### src/sv/mel_pkg.sv
// ----------------------------------------------------------------------------
// mel_pkg
// Shared types and constants for the motion event logger.
// ----------------------------------------------------------------------------
package mel_pkg;

    // Field widths
    localparam int AXIS_W   = 16;
    localparam int THRESH_W = 18;
    localparam int LIMIT_W  = 16;
    localparam int COUNT_W  = 16;
    localparam int INDEX_W  = 10;
    localparam int KIND_W   = 2;
    localparam int FUNC_W   = 2;
    localparam int CFG_IDX_W  = 2;
    localparam int CFG_DATA_W = 18;
    localparam int IN_DATA_W  = 48;
    localparam int OUT_DATA_W = 32;

    // Reset values
    localparam logic [THRESH_W-1:0]        THRESH_RESET = 18'd1500;
    localparam logic [LIMIT_W-1:0]         LIMIT_RESET  = 16'd60;
    localparam logic signed [AXIS_W-1:0]   CAL_Z_RESET  = 16'sd1000;
    localparam logic [COUNT_W-1:0]         CNT_MAX      = 16'hFFFF;

    // Output queue
    localparam int QUEUE_DEPTH = 4;
    localparam int QPTR_W      = 2;
    localparam int QCNT_W      = 3;

    // Item function codes
    typedef enum logic [FUNC_W-1:0] {
        FUNC_SAMPLE    = 2'd0,
        FUNC_TICK      = 2'd1,
        FUNC_CALIBRATE = 2'd2,
        FUNC_CLEAR     = 2'd3
    } func_t;

    // Configuration register indexes
    localparam logic [CFG_IDX_W-1:0] REG_THRESHOLD  = 2'd0;
    localparam logic [CFG_IDX_W-1:0] REG_SKIP_EMPTY = 2'd1;
    localparam logic [CFG_IDX_W-1:0] REG_RECAL      = 2'd2;

    // Record kinds
    localparam logic [KIND_W-1:0] KIND_COUNT     = 2'd0;
    localparam logic [KIND_W-1:0] KIND_RECAL_IDLE = 2'd1;
    localparam logic [KIND_W-1:0] KIND_RECAL_BUSY = 2'd2;

    typedef struct packed {
        logic [KIND_W-1:0]  kind;
        logic [COUNT_W-1:0] count;
        logic [INDEX_W-1:0] index;
        logic               last;
    } record_t;

endpackage

### src/sv/motion_event_logger_core.sv
// ----------------------------------------------------------------------------
// motion_event_logger_core
// Counts movement events from accelerometer samples and logs per-tick records.
// ----------------------------------------------------------------------------
// A record is written to the record queue when its tick is accepted, and the
// master side presents it from there. Throughput: one item per cycle; a tick
// that logs two records pushes both at once into a 4-entry record queue, which
// absorbs them (input stalls when it has fewer than two free slots).
// Reset: asynchronous, active low; registers, calibration (0, 0, 1000), count,
// runs and log position return to their initial values, the queue is emptied.
module motion_event_logger_core #(
    parameter int MAX_RECORDS = 1024
) (
    input  logic                             clk,
    input  logic                             rst_n,
    // slave side
    input  logic                             s_axis_tvalid,
    output logic                             s_axis_tready,
    input  logic [mel_pkg::IN_DATA_W-1:0]    s_axis_tdata,  // accel_x, accel_y, accel_z
    input  logic [mel_pkg::FUNC_W-1:0]       s_axis_tuser,  // func
    // master side
    output logic                             m_axis_tvalid,
    input  logic                             m_axis_tready,
    output logic [mel_pkg::OUT_DATA_W-1:0]   m_axis_tdata,  // record_kind, record_count,
                                                            // record_index, zero pad
    output logic                             m_axis_tlast,
    // configuration
    input  logic                             cfg_we,
    input  logic [mel_pkg::CFG_IDX_W-1:0]    cfg_index,
    input  logic [mel_pkg::CFG_DATA_W-1:0]   cfg_data
);
    import mel_pkg::*;

    localparam int STORE_W = $clog2(MAX_RECORDS + 1);
    localparam logic [STORE_W-1:0] STORE_LIMIT = STORE_W'(MAX_RECORDS - 1);

    // Configuration registers
    logic [THRESH_W-1:0] thresh_reg;
    logic                skip_reg;
    logic [LIMIT_W-1:0]  limit_reg;

    // Input register
    logic                     in_valid_reg;
    logic [FUNC_W-1:0]        in_func_reg;
    logic signed [AXIS_W-1:0] in_x_reg, in_y_reg, in_z_reg;

    // Block state
    logic signed [AXIS_W-1:0] cal_x_reg, cal_y_reg, cal_z_reg;
    logic signed [AXIS_W-1:0] cal_x_next, cal_y_next, cal_z_next;
    logic [COUNT_W-1:0]       count_reg, count_next;
    logic [COUNT_W-1:0]       zrun_reg, zrun_next;
    logic [COUNT_W-1:0]       brun_reg, brun_next;
    logic [STORE_W-1:0]       stored_reg, stored_next;

    // Record queue
    record_t             queue_reg [QUEUE_DEPTH];
    logic [QPTR_W-1:0]   wr_ptr_reg, rd_ptr_reg;
    logic [QCNT_W-1:0]   qcnt_reg, qcnt_next;

    logic                take_item;
    logic                pop;
    logic [1:0]          n_push;
    record_t             rec_first, rec_second;
    record_t             head;

    // Per-item datapath signals
    logic signed [AXIS_W:0] dx, dy, dz;
    logic [AXIS_W:0]        ax_abs, ay_abs, az_abs;
    logic [AXIS_W+2:0]      l1_dist;
    logic                   emit_count, recal;
    logic [COUNT_W-1:0]     zrun_tick, brun_tick;
    logic [STORE_W-1:0]     stored_mid;
    logic [31:0]            idx_wide0, idx_wide1;

    // Handshake
    assign take_item     = in_valid_reg && (qcnt_reg <= QCNT_W'(QUEUE_DEPTH - 2));
    assign s_axis_tready = !in_valid_reg || take_item;
    assign pop           = m_axis_tvalid && m_axis_tready;

    // L1 distance to calibration
    always_comb
    begin
        dx      = {in_x_reg[AXIS_W-1], in_x_reg} - {cal_x_reg[AXIS_W-1], cal_x_reg};
        dy      = {in_y_reg[AXIS_W-1], in_y_reg} - {cal_y_reg[AXIS_W-1], cal_y_reg};
        dz      = {in_z_reg[AXIS_W-1], in_z_reg} - {cal_z_reg[AXIS_W-1], cal_z_reg};
        ax_abs  = dx[AXIS_W] ? (AXIS_W+1)'(-dx) : (AXIS_W+1)'(dx);
        ay_abs  = dy[AXIS_W] ? (AXIS_W+1)'(-dy) : (AXIS_W+1)'(dy);
        az_abs  = dz[AXIS_W] ? (AXIS_W+1)'(-dz) : (AXIS_W+1)'(dz);
        l1_dist = (AXIS_W+3)'(ax_abs) + (AXIS_W+3)'(ay_abs) + (AXIS_W+3)'(az_abs);
    end

    // Item processing: state update and records for one item
    always_comb
    begin
        cal_x_next  = cal_x_reg;
        cal_y_next  = cal_y_reg;
        cal_z_next  = cal_z_reg;
        count_next  = count_reg;
        zrun_next   = zrun_reg;
        brun_next   = brun_reg;
        stored_next = stored_reg;
        emit_count  = 1'b0;
        recal       = 1'b0;
        zrun_tick   = zrun_reg;
        brun_tick   = brun_reg;
        stored_mid  = stored_reg;
        n_push      = 2'd0;
        idx_wide0   = 32'(stored_reg);
        idx_wide1   = 32'(stored_reg);
        rec_first   = '0;
        rec_second  = '0;

        if (take_item)
        begin
            case (func_t'(in_func_reg))
                FUNC_SAMPLE:
                begin
                    if ((l1_dist > (AXIS_W+3)'(thresh_reg)) && (count_reg != CNT_MAX))
                        count_next = count_reg + 1'b1;
                end
                FUNC_TICK:
                begin
                    if (stored_reg < STORE_LIMIT)
                    begin
                        // run tracking
                        if (count_reg == '0)
                        begin
                            zrun_tick = (zrun_reg != CNT_MAX) ? zrun_reg + 1'b1 : zrun_reg;
                            brun_tick = '0;
                        end
                        else
                        begin
                            zrun_tick = '0;
                            brun_tick = (brun_reg != CNT_MAX) ? brun_reg + 1'b1 : brun_reg;
                        end
                        zrun_next = zrun_tick;
                        brun_next = brun_tick;

                        // count record
                        emit_count = !skip_reg || (count_reg != '0);
                        if (emit_count)
                        begin
                            count_next = '0;
                            stored_mid = stored_reg + 1'b1;
                        end
                        idx_wide1 = 32'(stored_mid);

                        // recalibration marker
                        recal = (zrun_tick > limit_reg) || (brun_tick > limit_reg);
                        stored_next = recal ? stored_mid + 1'b1 : stored_mid;
                        if (recal)
                        begin
                            cal_x_next = in_x_reg;
                            cal_y_next = in_y_reg;
                            cal_z_next = in_z_reg;
                            zrun_next  = '0;
                            brun_next  = '0;
                        end

                        rec_second.kind  = (zrun_tick != '0) ? KIND_RECAL_IDLE
                                                             : KIND_RECAL_BUSY;
                        rec_second.count = '0;
                        rec_second.index = idx_wide1[INDEX_W-1:0];
                        rec_second.last  = 1'b1;

                        if (emit_count)
                        begin
                            rec_first.kind  = KIND_COUNT;
                            rec_first.count = count_reg;
                            rec_first.index = idx_wide0[INDEX_W-1:0];
                            rec_first.last  = !recal;
                            n_push = recal ? 2'd2 : 2'd1;
                        end
                        else if (recal)
                        begin
                            rec_first = rec_second;
                            n_push    = 2'd1;
                        end
                    end
                end
                FUNC_CALIBRATE:
                begin
                    cal_x_next = in_x_reg;
                    cal_y_next = in_y_reg;
                    cal_z_next = in_z_reg;
                end
                default:
                begin
                    count_next  = '0;
                    stored_next = '0;
                end
            endcase
        end
    end

    // Queue occupancy
    assign qcnt_next = qcnt_reg + QCNT_W'(n_push) - QCNT_W'(pop);

    // Control and state registers
    always_ff @(posedge clk or negedge rst_n)
    begin
        if (!rst_n)
        begin
            thresh_reg   <= THRESH_RESET;
            skip_reg     <= 1'b0;
            limit_reg    <= LIMIT_RESET;
            in_valid_reg <= 1'b0;
            cal_x_reg    <= '0;
            cal_y_reg    <= '0;
            cal_z_reg    <= CAL_Z_RESET;
            count_reg    <= '0;
            zrun_reg     <= '0;
            brun_reg     <= '0;
            stored_reg   <= '0;
            wr_ptr_reg   <= '0;
            rd_ptr_reg   <= '0;
            qcnt_reg     <= '0;
        end
        else
        begin
            if (cfg_we)
            begin
                case (cfg_index)
                    REG_THRESHOLD:  thresh_reg <= cfg_data[THRESH_W-1:0];
                    REG_SKIP_EMPTY: skip_reg   <= cfg_data[0];
                    REG_RECAL:      limit_reg  <= cfg_data[LIMIT_W-1:0];
                    default:        ;
                endcase
            end
            if (s_axis_tready)
                in_valid_reg <= s_axis_tvalid;
            cal_x_reg  <= cal_x_next;
            cal_y_reg  <= cal_y_next;
            cal_z_reg  <= cal_z_next;
            count_reg  <= count_next;
            zrun_reg   <= zrun_next;
            brun_reg   <= brun_next;
            stored_reg <= stored_next;
            wr_ptr_reg <= wr_ptr_reg + QPTR_W'(n_push);
            if (pop)
                rd_ptr_reg <= rd_ptr_reg + 1'b1;
            qcnt_reg   <= qcnt_next;
        end
    end

    // Input payload and queue entries
    always_ff @(posedge clk)
    begin
        if (s_axis_tvalid && s_axis_tready)
        begin
            in_func_reg <= s_axis_tuser;
            in_x_reg    <= s_axis_tdata[AXIS_W-1:0];
            in_y_reg    <= s_axis_tdata[2*AXIS_W-1:AXIS_W];
            in_z_reg    <= s_axis_tdata[3*AXIS_W-1:2*AXIS_W];
        end
        if (n_push != 2'd0)
            queue_reg[wr_ptr_reg] <= rec_first;
        if (n_push == 2'd2)
            queue_reg[wr_ptr_reg + 1'b1] <= rec_second;
    end

    // Master side
    assign head          = queue_reg[rd_ptr_reg];
    assign m_axis_tvalid = (qcnt_reg != '0);
    assign m_axis_tdata  = {4'b0, head.index, head.count, head.kind};
    assign m_axis_tlast  = head.last;

    // Checks
    a_queue_bound: assert property (@(posedge clk) disable iff (!rst_n)
        qcnt_reg <= QCNT_W'(QUEUE_DEPTH))
        else $error("record queue overflow");

    a_log_bound: assert property (@(posedge clk) disable iff (!rst_n)
        stored_reg <= STORE_W'(MAX_RECORDS))
        else $error("log position beyond capacity");

    a_pop_drains: assert property (@(posedge clk) disable iff (!rst_n)
        (pop && n_push == 2'd0) |=> (qcnt_reg == $past(qcnt_reg) - 1'b1))
        else $error("queue count did not drop on pop");

    a_full_log_silent: assert property (@(posedge clk) disable iff (!rst_n)
        (stored_reg >= STORE_LIMIT) |-> (n_push == 2'd0))
        else $error("record emitted with full log");

endmodule
### config.mk
export PLATFORM = sky130hd
export DESIGN_NAME = motion_event_logger_core
export DESIGN_NICKNAME = d
export VERILOG_FILES = /design/src/sv/mel_pkg.sv /design/src/sv/motion_event_logger_core.sv
export SDC_FILE = /design/constraint.sdc
export NUM_CORES = 1
export LEC_CHECK = 0
export ABC_CLOCK_PERIOD_IN_PS = 16000
export BUFFER_PORTS_ARGS = -buffer_cell sky130_fd_sc_hd__buf_2
export CORE_MARGIN = 3
export CORE_UTILIZATION = 50
export CTS_CLUSTER_SIZE = 40
export DETAILED_ROUTE_END_ITERATION = 16
export PLACE_DENSITY_LB_ADDON = 0.15
export RECOVER_POWER = 100
export SYNTH_ARGS = -nofsm -noshare
export SYNTH_HDL_FRONTEND = slang
export SYNTH_SLANG_ARGS = --single-unit
### constraint.sdc
create_clock -name clk -period 16 [get_ports clk]
set_clock_uncertainty 0.2 [all_clocks]
set_input_delay 3.2 -clock clk [delete_from_list [all_inputs] [get_ports clk]]
set_output_delay 3.2 -clock clk [all_outputs]
set_load 0.05 [all_outputs]
==> Word-level counts from Yosys, hierarchy flattened <==
Memory sizes are Yosys's and may differ from the RTL's.
Index checks and enable logic that the tools add are counted.
{ "word_totals": {"reg_bits": 200, "mem_bits_rw": 116, "output_inout_bits": 35, "wordCells": 136, "memories": 1} }
{ "mem_list": {"columns": ["name", "depth", "word_bits", "read_ports", "rd_clocked_by_memory_dff", "write_ports", "line_no", "text"], "rows": [
  ["queue_reg", 4, 29, 1, 0, 2, "motion_event_logger_core.sv:56", "record_t queue_reg [QUEUE_DEPTH];"]
]} }
{ "op_classes": {"addsub": 18, "magnitude_cmp": 5, "eq_ne": 12, "n_mux": 54, "n_bitwise": 2, "n_reduce_logical": 26} }
{ "ops": {"columns": ["operator", "count"], "rows": [
  ["16-bit two-way mux", 21],
  ["29-bit two-way mux", 8],
  ["16-bit one-hot mux with 2 select lines", 3],
  ["11-bit two-way mux", 6],
  ["17-bit two-way mux", 3],
  ["17-bit negator", 3],
  ["16-bit by 16-bit subtractor with 17-bit output", 3],
  ["16-bit by 1-bit adder with 16-bit output, second input constant", 3],
  ["16-bit != test, second input constant", 3],
  ["16-bit one-hot mux with 3 select lines", 1],
  ["16-bit greater-than comparator", 2],
  ["16-bit nonzero test", 2],
  ["11-bit by 1-bit adder with 11-bit output, second input constant", 2],
  ["11-bit one-hot mux with 2 select lines", 1],
  ["18-bit by 17-bit adder with 19-bit output", 1],
  ["19-bit by 18-bit greater-than comparator with 1-bit output", 1],
  ["17-bit by 17-bit adder with 18-bit output", 1],
  ["16-bit logical NOT", 1],
  ["2-bit two-way mux", 6],
  ["11-bit by 10-bit < comparator with 1-bit output, second input constant", 1],
  ["2-bit != test, second input constant", 4],
  ["2-bit == test, second input constant", 3],
  ["2-bit AND reduction", 3],
  ["3-bit AND reduction", 2],
  ["17 further kinds", 33]
]} }

==> Logic depth before layout (Yosys ltp) <==
Gate-level depths: netlist of run 1.
{ "depth": {"depth_word": 16, "ltp_mapped": 37, "mapped_depth_nobuf": 35} }

==> Worst setup path before layout of run 1 <==
No wires, ideal clock.
{ "synth_path": {"path_type": "register to register", "start": "register in_x_reg[6]", "end": "register count_reg[2]", "arrival_ns": 6.885, "t_required_ns": 15.724, "path_slack_ns": 8.839, "path_stages_with_launch": 34, "n_path_buf": 3, "synth_period_minus_slack_ns": 7.161, "cell_sequence": "edfxtp_1 > ha_1 > buf_6 > a21oi_2 > o21ai_1 > or4_1 > o221a_2 > o21a_1 > o21a_1 > o31a_1 > buf_6 > nor2_1 > xor2_1 > fa_1 > inv_1 > fa_1 > a21o_1 > a21oi_1 > nand2b_1 > a21oi_1 > o211a_1 > o21a_1 > o21a_1 > o41ai_1 > xnor2_1 > ha_1 > a21oi_1 > nor2b_1 > o2111ai_1 > a22o_1 > o21ai_1 > clkbuf_1 > o211ai_1 > o21ai_1"} }
{ "synth_between": {"elab_chain_len": 9} }
{ "synth_lines": {"columns": ["element", "line_no", "text"], "rows": [
  ["from (decl)", "motion_event_logger_core.sv:45", "logic signed [AXIS_W-1:0] in_x_reg, in_y_reg, in_z_reg;"],
  ["from (signal assigned)", "motion_event_logger_core.sv:252", "in_x_reg <= s_axis_tdata[AXIS_W-1:0];"],
  ["16-bit by 16-bit subtractor with 17-bit output *", "motion_event_logger_core.sv:83", "dx = {in_x_reg[AXIS_W-1], in_x_reg} - {cal_x_reg[AXIS_W-1], cal_x_reg};"],
  ["17-bit negator", "motion_event_logger_core.sv:86", "ax_abs = dx[AXIS_W] ? (AXIS_W+1)'(-dx) : (AXIS_W+1)'(dx);"],
  ["17-bit two-way mux *", "motion_event_logger_core.sv:86", null],
  ["17-bit by 17-bit adder with 18-bit output *", "motion_event_logger_core.sv:89", "l1_dist = (AXIS_W+3)'(ax_abs) + (AXIS_W+3)'(ay_abs) + (AXIS_W+3)'(az_abs);"],
  ["18-bit by 17-bit adder with 19-bit output *", "motion_event_logger_core.sv:89", null],
  ["19-bit by 18-bit greater-than comparator with 1-bit output *", "motion_event_logger_core.sv:118", "if ((l1_dist > (AXIS_W+3)'(thresh_reg)) && (count_reg != CNT_MAX))"],
  ["1-bit logical AND *", "motion_event_logger_core.sv:118", null],
  ["2-bit != test (no line) *", null, null],
  ["5-bit AND reduction (no line) *", null, null],
  ["to (signal assigned)", "motion_event_logger_core.sv:235", "count_reg <= count_next;"],
  ["to (decl)", "motion_event_logger_core.sv:50", "logic [COUNT_W-1:0] count_reg, count_next;"]
]} }
Every way passes the cells marked *; elsewhere a longest branch is shown, timed or not.
A chain may end at the register's enable or synchronous reset.

==> summary.md, run 1 <==
| Metric | Value |
|---|---|
| Post-route clock period utilization | `0.623` |
| Crit. End Element | `asynchronous set/reset pin` |
| Fmax | `100 MHz` |
| Main flop type after synthesis | `dfrtp_1` |
| DRC Markers | `0` |
| Worst stage delay on the critical path | `3.18 ns` |
| CP Cell Sequence | `clkbuf_1 > clkbuf_1` |
| Largest net degree at the start of global routing | `78` |
| Ranking of synthesized cells by area | `dfrtp_1 (17%), edfxtp_1 (15%), ha_1 (8.1%)` |
| Antenna viol nets, final | `0` |
| Fill cells | `3,507` |
| Avg Vias per Cell | `5.72` |
| Ant diodes | `0` |
| Io pins | `110` |
| Die height | `205 um` |
| Asr flop ratio synth | `0.475` |
| Outcome | `complete, but fails checks` |
| Min Tclk post-route | `9.96 ns` |
| CP top delay family | `buffers and inverters` |
| Yosys top cell area share | `0.168` |
| Synth warn | `0` |
| Yosys top cell by area | `dfrtp_1` |
| Routed vias | `15,300` |
| Clock insertion delay at the later pin of the skew report | `0.56 ns` |
| WP buf/inv | `2` |
| Clock root buffer | `clkbuf_16` |
| Number of cells produced by synthesis | `2,052` |
| #FFs+latches synth | `316` |
| TritonCTS buffer count | `37` |
| Yosys cell types | `88` |
| Syn Area/Cell | `9.68 um^2` |
| Grt total ovfl | `0` |
| CP Launch Type | `input port` |
| Seq/Total Area, Yosys | `0.409` |
| Fraction of layout cells with a size suffix above 1 | `0.118` |
| Initial Util | `0.510` |
| Reg2Reg Setup Slack | `7.62 ns` |
| Final slew viol count | `300` |
| Count of input and output buffers | `105` |
| Hold Fails Final Rpt | `0` |
| Crit path top cell by count | `clkbuf_1` |
| Global-route wire length before repair | `76,400 um` |
| Clock slew at reported path FFs | `0.06 ns` |
| Router iterations before antenna repair | `5` |
| Worst setup path class | `input port to asynchronous set/reset pin` |
| Die width | `205 um` |
| RSZ-0062 raised after global routing | `false` |
| Failing checks | `max-capacitance violations, max-slew violations` |
| Total length of routed wires | `46,900 um` |
| WL/cell | `17.6 um` |
| Global placement routability congestion | `0.875` |
| Deepest clock path buffer count | `3` |
| CTS tree | `done` |
| HPWL Detailed | `33,800 um` |
| Mapped Area | `19,900 um^2` |
| Setup TNS | `0 ns` |
| Number of synthesized flops with an enable pin | `102` |
| All-Layer GR Usage | `0.223` |
| Layout Nets | `2,349` |
| Initial antenna violation count | `1` |
| Max-Cap Viols | `7` |
| Hold crit path type | `register to register` |
| Crit path max fanout | `77` |
| Vias in the first global route | `15,200` |
| Worst-Margin Slew | `4.34 ns` |
| Most common cell in the netlist | `nand2_1` |
| Synth cell count leaders | `nand2_1 (231), inv_1 (158), nor2_1 (148)` |
| Detailed router's first-iteration violation count | `843` |
| Site Rows | `72` |
| Final setup viols | `0` |
| Cts repair resizes | `0` |
| Req. time, crit path | `15.46 ns` |
| Max reg flops | `116` |
| Die area | `42,100 um^2` |
| H-tree depth | `2` |
| Slew Limit Headroom | `-1.89` |
| Crit path DAT | `9.42 ns` |
| Slowest stage cell on the critical path | `clkbuf_1` |
| Hold buffer count at cts | `0` |
| Core ar. | `38,900 um^2` |
| Setup bufs post-CTS | `0` |
| Synthesis-to-layout area growth | `10.4%` |
| # clock sinks | `316` |
-- final timing paths --
path	from	endpoint	cells after the start
worst max-delay path	rst_n	limit_reg[14]$_DFFE_PN0P_	2
worst min-delay path	queue_reg[3][14]$_SDFFE_PP0P_	queue_reg[3][14]$_SDFFE_PP0P_	2
worst max register to register	in_x_reg[6]$_DFFE_PP_	count_reg[9]$_DFFE_PN0P_	31
worst min register to register	queue_reg[3][14]$_SDFFE_PP0P_	queue_reg[3][14]$_SDFFE_PP0P_	2
max in group clk	in_x_reg[6]$_DFFE_PP_	count_reg[9]$_DFFE_PN0P_	31
min in group asynchronous	rst_n	rd_ptr_reg[0]$_DFFE_PN0P_	1
-- logic make-up (layout without fill, tap and decap cells) --
group | count (synthesis) | in the layout | share of synthesized area
other | 1 | 4 | 0.000189
flip-flops | 316 | 316 | 0.409
buffers and inverters | 252 | 349 | 0.0503
adder cells (fa/ha/maj) | 151 | 151 | 0.103
AND/OR/NAND/NOR | 671 | 671 | 0.164
AO/OA/AOI/OAI | 434 | 434 | 0.145
multiplexers | 103 | 103 | 0.0742
XOR/XNOR | 124 | 124 | 0.0547
-- worst min-delay path: cells and delay by family (launching register included) --
kind               cells  cell delay (ns)
AOI/OAI and AO/OA      1             0.05
and+or+nand+nor        1             0.04
DFF                    1             0.32
-- layout make-up --
| type | instances | area [um^2] | area share |
|---|---|---|---|
| Multi-Input combinational cell | 1487 | 10700 | 0.490 |
| Clock inverter | 23 | 236 | 0.0108 |
| Inverter | 161 | 604 | 0.0276 |
| Clock buffer | 45 | 1020 | 0.0464 |
| Timing Repair Buffer | 120 | 553 | 0.0252 |
| Tap cell | 518 | 648 | 0.0296 |
| Sequential cell | 316 | 8120 | 0.370 |
-- per-layer routing --
metal	wire [um]	vias to the layer above	GRT usage
li1	-	7470	-
met1	20400	7399	0.285
met2	23100	329	0.387
met3	1920	78	0.0305
met4	1410	2	0.0791
met5	13	-	0
-- stage by stage --
stage,instances,setup slack (ns),hold slack (ns),utilization,cell area [um^2]
detailed placement,2602,8.31,0.237,0.534,20800
global route,2670,4.54,0.268,0.563,21900
CTS,2670,8.27,0.250,0.567,22100
finish,2670,6.04,0.245,0.563,21900
floorplan,2055,8.84,0.220,-,19900
global placement,2602,8.50,0.229,0.534,20800
-- cell usage in the layout (no fill, tap or decap), types with 18 or more instances in the layout --
master,instances
o31ai_1,23
a21oi_1,72
xnor2_1,62
nand2b_1,19
xor2_1,62
o21ai_0,139
o21ai_1,18
nand4_1,28
nor2_1,148
nand2_1,231
ha_1,129
nor2b_1,25
dfrtp_1,132
dfxtp_1,64
mux4_2,29
o21a_1,18
nand3_1,71
fa_1,22
nor3_1,43
mux2_2,46
clkbuf_1,52
buf_2,67
a22o_1,35
mux2_1,18
clkbuf_16,39
edfxtp_1,102
a21o_1,25
inv_1,159
Power of run 1 is not shown: default switching activity piles up to over one toggle a cycle in this logic, so the estimate is an artifact.
==> inputs of run 2 (changes only) <==
Settings changed: ABC_CLOCK_PERIOD_IN_PS 16000 to 8930.
Clock period 16 ns to 8.93 ns, I/O delays scaled along.
==> summary.md, run 2 (synthesis results as in run 1) <==
| Metric | Value |
|---|---|
| Outcome | `complete, but fails checks` |
| Failing checks | `max-capacitance violations, max-slew violations` |
| Crit path max fanout | `15` |
| Worst stage delay on the critical path | `0.51 ns` |
| Crit. End Element | `register` |
| Site Rows | `72` |
| Detailed router's first-iteration violation count | `822` |
| Crit path DAT | `8.16 ns` |
| Req. time, crit path | `9.15 ns` |
| Slew Limit Headroom | `-1.82` |
| Die height | `205 um` |
| Critical Path Stages | `34` |
| Avg Vias per Cell | `5.70` |
| Core ar. | `38,900 um^2` |
| # clock sinks | `316` |
| Clock root buffer | `clkbuf_16` |
| Max reg flops | `116` |
| Io pins | `110` |
| Die width | `205 um` |
| RSZ-0062 raised after global routing | `false` |
| Hold crit path type | `register to register` |
| Min-Delay Path Depth | `2` |
| Cts repair resizes | `0` |
| Routed vias | `15,300` |
| Post-route clock period utilization | `0.889` |
| Count of input and output buffers | `105` |
| CTS tree | `done` |
| Global placement routability congestion | `0.872` |
| All-Layer GR Usage | `0.224` |
| Synthesis-to-layout area growth | `10.3%` |
| Final setup viols | `0` |
| Worst-Margin Slew | `4.23 ns` |
| Clock slew at reported path FFs | `0.06 ns` |
| Fmax | `126 MHz` |
| Layout Nets | `2,356` |
| H-tree depth | `2` |
| Antenna viol nets, final | `0` |
| Slowest stage cell on the critical path | `fa_1` |
| Worst setup path class | `register to register` |
| Initial Util | `0.510` |
| Setup bufs post-CTS | `0` |
| Hold Fails Final Rpt | `0` |
| Die area | `42,100 um^2` |
| Total length of routed wires | `46,900 um` |
| WP buf/inv | `4` |
| Hold buffer count at cts | `0` |
| Global-route wire length before repair | `76,700 um` |
| Initial antenna violation count | `1` |
| Most frequent cells in the layout | `nand2_1 (231), inv_1 (159), nor2_1 (149)` |
| TritonCTS buffer count | `36` |
| Clock insertion delay at the later pin of the skew report | `0.56 ns` |
| Fill cells | `3,514` |
| Ant diodes | `0` |
| Deepest clock path buffer count | `3` |
| CP Launch Type | `register` |
| R2R cell count | `34` |
| Largest net degree at the start of global routing | `78` |
| Final slew viol count | `286` |
| Grt total ovfl | `0` |
| Crit path top cell by count | `a21oi_1` |
| Most common cell after layout, fill and taps aside | `nand2_1` |
| HPWL Detailed | `33,800 um` |
| WL/cell | `17.5 um` |
| Vias in the first global route | `15,400` |
| DRC Markers | `0` |
| Setup TNS | `0 ns` |
| Fraction of layout cells with a size suffix above 1 | `0.119` |
| Router iterations before antenna repair | `5` |
| Max-Cap Viols | `5` |
| Min Tclk post-route | `7.94 ns` |
| CP top delay family | `compound AO/OA/AOI/OAI gates` |
## run 2: final cells by class
cell class              count  area, um^2  share of cell area
multi-input cells        1487       10700               0.490
flip-flops and latches    316        8120               0.371
clock buffers              48        1070              0.0490
well taps                 518         648              0.0296
inverters                 161         604              0.0276
repair buffers            128         591              0.0270
clock inverters            18         125             0.00571
## run 2: metal layers
layer	GRT usage	wire (um)	vias up
li1	-	-	7476
met1	0.284	20300	7348
met2	0.389	23100	340
met3	0.0293	1910	90
met4	0.0869	1570	2
met5	0	13	-
## run 2: metrics by stage
stage                     area [um^2]  setup slack [ns]  cells  hold WS (ns)   util
after floorplan                 19900              1.77   2055         0.220      -
after global placement          20900              1.42   2610         0.229  0.536
after detailed placement        20900              1.25   2610         0.237  0.536
after CTS                       22000              1.21   2676         0.249  0.567
after global routing            21900             0.301   2676         0.277  0.563
final                           21900             0.992   2676         0.244  0.563
## run 2: worst min-delay path, delay by kind of cell (launching register included)
kind	cells	cell delay, ns
AOI/OAI and AO/OA	1	0.05
DFF	1	0.32
and+or+nand+nor	1	0.04
## run 2: worst paths after layout
kind	slack, ns	to	start
max	0.99	count_reg[9]$_DFFE_PN0P_	in_z_reg[0]$_DFFE_PP_
max reg2reg	0.99	count_reg[9]$_DFFE_PN0P_	in_z_reg[0]$_DFFE_PP_
min	0.24	queue_reg[3][14]$_SDFFE_PP0P_	queue_reg[3][14]$_SDFFE_PP0P_
min in group asynchronous	2.53	cal_z_reg[0]$_DFFE_PN0P_	rst_n
max in group asynchronous	2.49	stored_reg[1]$_DFFE_PN0P_	rst_n
min reg2reg	0.24	queue_reg[3][14]$_SDFFE_PP0P_	queue_reg[3][14]$_SDFFE_PP0P_
Power of run 2 is left out for the same reason.
==> inputs of run 3 (changes only) <==
Settings changed: ABC_AREA set to 1, BUFFER_PORTS_ARGS -buffer_cell sky130_fd_sc_hd__buf_2 to -buffer_cell sky130_fd_sc_hd__buf_4, HOLD_SLACK_MARGIN set to 0.1.
==> summary.md, run 3 <==
| Metric | Value |
|---|---|
| Cts repair resizes | `0` |
| Main flop type after synthesis | `dfrtp_1` |
| Failing checks | `max-capacitance violations, max-slew violations` |
| Worst setup path class | `register to register` |
| Synthesis-to-layout area growth | `9.68%` |
| # clock sinks | `316` |
| Ant diodes | `0` |
| Total length of routed wires | `56,400 um` |
| GR Util met1 | `0.314` |
| Global-route wire length before repair | `92,700 um` |
| Hold crit path type | `register to register` |
| Router iterations before antenna repair | `5` |
| Yosys top cell area share | `0.155` |
| Outcome | `complete, but fails checks` |
| CP top delay family | `simple AND/OR/NAND/NOR gates` |
| Seq/Total Area, Yosys | `0.378` |
| Busiest layer in global routing | `met2` |
| Site Rows | `75` |
| TritonCTS buffer count | `37` |
| WP buf/inv | `4` |
| #FFs+latches synth | `316` |
| Yosys cell types | `57` |
| Crit. End Element | `register` |
| Deepest clock path buffer count | `3` |
| WL/cell | `16.0 um` |
| Setup TNS | `0 ns` |
| Io pins | `110` |
| Largest net degree at the start of global routing | `97` |
| Grt total ovfl | `0` |
| HPWL Detailed | `40,800 um` |
| Crit path max fanout | `17` |
| Syn Area/Cell | `7.42 um^2` |
| GRT met2 Usage | `0.431` |
| Final slew viol count | `449` |
| Slew Limit Headroom | `-2.24` |
| Initial Util | `0.509` |
| Die area | `45,500 um^2` |
| Antenna viol nets, final | `0` |
| RSZ-0062 raised after global routing | `false` |
| DRC Markers | `0` |
| Number of cells produced by synthesis | `2,895` |
| CP Launch Type | `register` |
| Die width | `213 um` |
| Setup bufs post-CTS | `0` |
| Register area | `8120 um^2` |
| Worst-Margin Slew | `4.86 ns` |
| Min Tclk post-route | `7.21 ns` |
| Vias in the first global route | `18,900` |
| Met3 Use GR | `0.0375` |
| Yosys top cell by area | `dfrtp_1` |
| Max reg flops | `116` |
| Final setup viols | `0` |
| Mapped Area | `21,500 um^2` |
| Detailed router's first-iteration violation count | `1,371` |
| Routed vias | `19,400` |
| Post-route clock period utilization | `0.807` |
| Synth cell count leaders | `nand2_1 (620), inv_1 (399), nor2_1 (316)` |
| Multi-input combinational cell area | `11,300 um^2` |
| Avg Vias per Cell | `5.51` |
| Max-Cap Viols | `8` |
| Fmax | `139 MHz` |
| Clock slew at reported path FFs | `0.06 ns` |
| Crit path top cell by count | `nand2_1` |
| Initial antenna violation count | `0` |
| Hold buffer count at cts | `0` |
| Global placement routability congestion | `0.907` |
| Ranking of synthesized cells by area | `dfrtp_1 (15%), edfxtp_1 (14%), nand2_1 (11%)` |
| Worst stage delay on the critical path | `0.57 ns` |
| Clock root buffer | `clkbuf_16` |
| Fill cells | `4,150` |
| Fraction of layout cells with a size suffix above 1 | `0.0623` |
| CTS tree | `done` |
| Most common cell after layout, fill and taps aside | `nand2_1` |
| All-Layer GR Usage | `0.248` |
| Slowest stage cell on the critical path | `nand2_1` |
| Most frequent cells in the layout | `nand2_1 (625), inv_1 (403), nor2_1 (320)` |
| Clock insertion delay at the later pin of the skew report | `0.56 ns` |
| H-tree depth | `2` |
| Asr flop ratio synth | `0.475` |
| Die height | `213 um` |
| Hold Fails Final Rpt | `0` |
| Most common cell in the netlist | `nand2_1` |
| Layout Nets | `3,183` |
| Core ar. | `42,200 um^2` |
| Synth warn | `0` |
| Crit path DAT | `7.50 ns` |
| Number of synthesized flops with an enable pin | `102` |
| Count of input and output buffers | `105` |
| Req. time, crit path | `9.22 ns` |
run 3: changes by cell type in the layout (fill, tap and decap cells not counted), moves of 66 or more:
cell	before	now
buf_2	66	0
o22ai_1	3	93
inv_1	159	403
o21ai_0	139	229
nor2_1	149	320
nand3_1	71	236
nand2_1	231	625
a21oi_1	71	144
run 3: kinds of logic after synthesis:
group	after synthesis	synth area share
AND/OR/NAND/NOR	1335	0.270
buffers and inverters	506	0.0961
AO/OA/AOI/OAI	500	0.125
flip-flops	316	0.378
adder cells (fa/ha/maj)	151	0.0956
XOR/XNOR	84	0.0342
multiplexers	2	0.000932
other	1	0.000175
run 3: path summary, 6_finish.rpt:
check	from	to	slack, ns	cells after the start
min	queue_reg[2][11]$_SDFFE_PP0P_	queue_reg[2][11]$_SDFFE_PP0P_	0.26	2
min reg2reg	queue_reg[2][11]$_SDFFE_PP0P_	queue_reg[2][11]$_SDFFE_PP0P_	0.26	2
max	in_x_reg[5]$_DFFE_PP_	count_reg[2]$_DFFE_PN0P_	1.72	37
min in group asynchronous	rst_n	zrun_reg[11]$_DFFE_PN0P_	2.77	1
max in group asynchronous	rst_n	cal_z_reg[2]$_DFFE_PN0P_	2.21	2
max reg2reg	in_x_reg[5]$_DFFE_PP_	count_reg[2]$_DFFE_PN0P_	1.72	37
run 3: per-stage QoR:
step	cells	hold slack (ns)	utilization	worst slack, ns	cell area, um^2
2_1_floorplan	2898	0.239	-	3.19	21500
3_3_place_gp	3457	0.252	0.534	2.57	22500
3_5_place_dp	3457	0.257	0.534	2.34	22500
4_1_cts	3525	0.265	0.563	2.29	23800
5_1_grt	3525	0.283	0.558	0.904	23600
6_report	3525	0.262	0.558	1.72	23600
run 3: area by class of cell:
cell class              instances  area share
flip-flops and latches        316       0.344
clock buffers                  52      0.0436
inverters                     411      0.0655
well taps                     539      0.0286
repair buffers                115      0.0303
multi-input cells            2076       0.478
clock inverters                16     0.00961
run 3: worst register-to-register path, delay by kind of cell, from the launching register on:
| kind | cells | cell delay (ns) |
|---|---|---|
| flip-flops | 1 | 0.38 |
| adder cells (fa/ha/maj) | 4 | 1.50 |
| buffers and inverters | 4 | 0.36 |
| AO/OA/AOI/OAI | 7 | 1.48 |
| XOR/XNOR | 2 | 0.28 |
| AND/OR/NAND/NOR | 20 | 2.98 |
run 3: per-layer routing:
metal  wire length [um]  part of all wire  vias up
li1                   -                 -     9693
met1              23900              0.42     9111
met2              27900              0.50      507
met3               2770             0.049      114
met4               1830             0.032        0
met5                  0                 0        -
Power of run 3 is left out for the same reason.
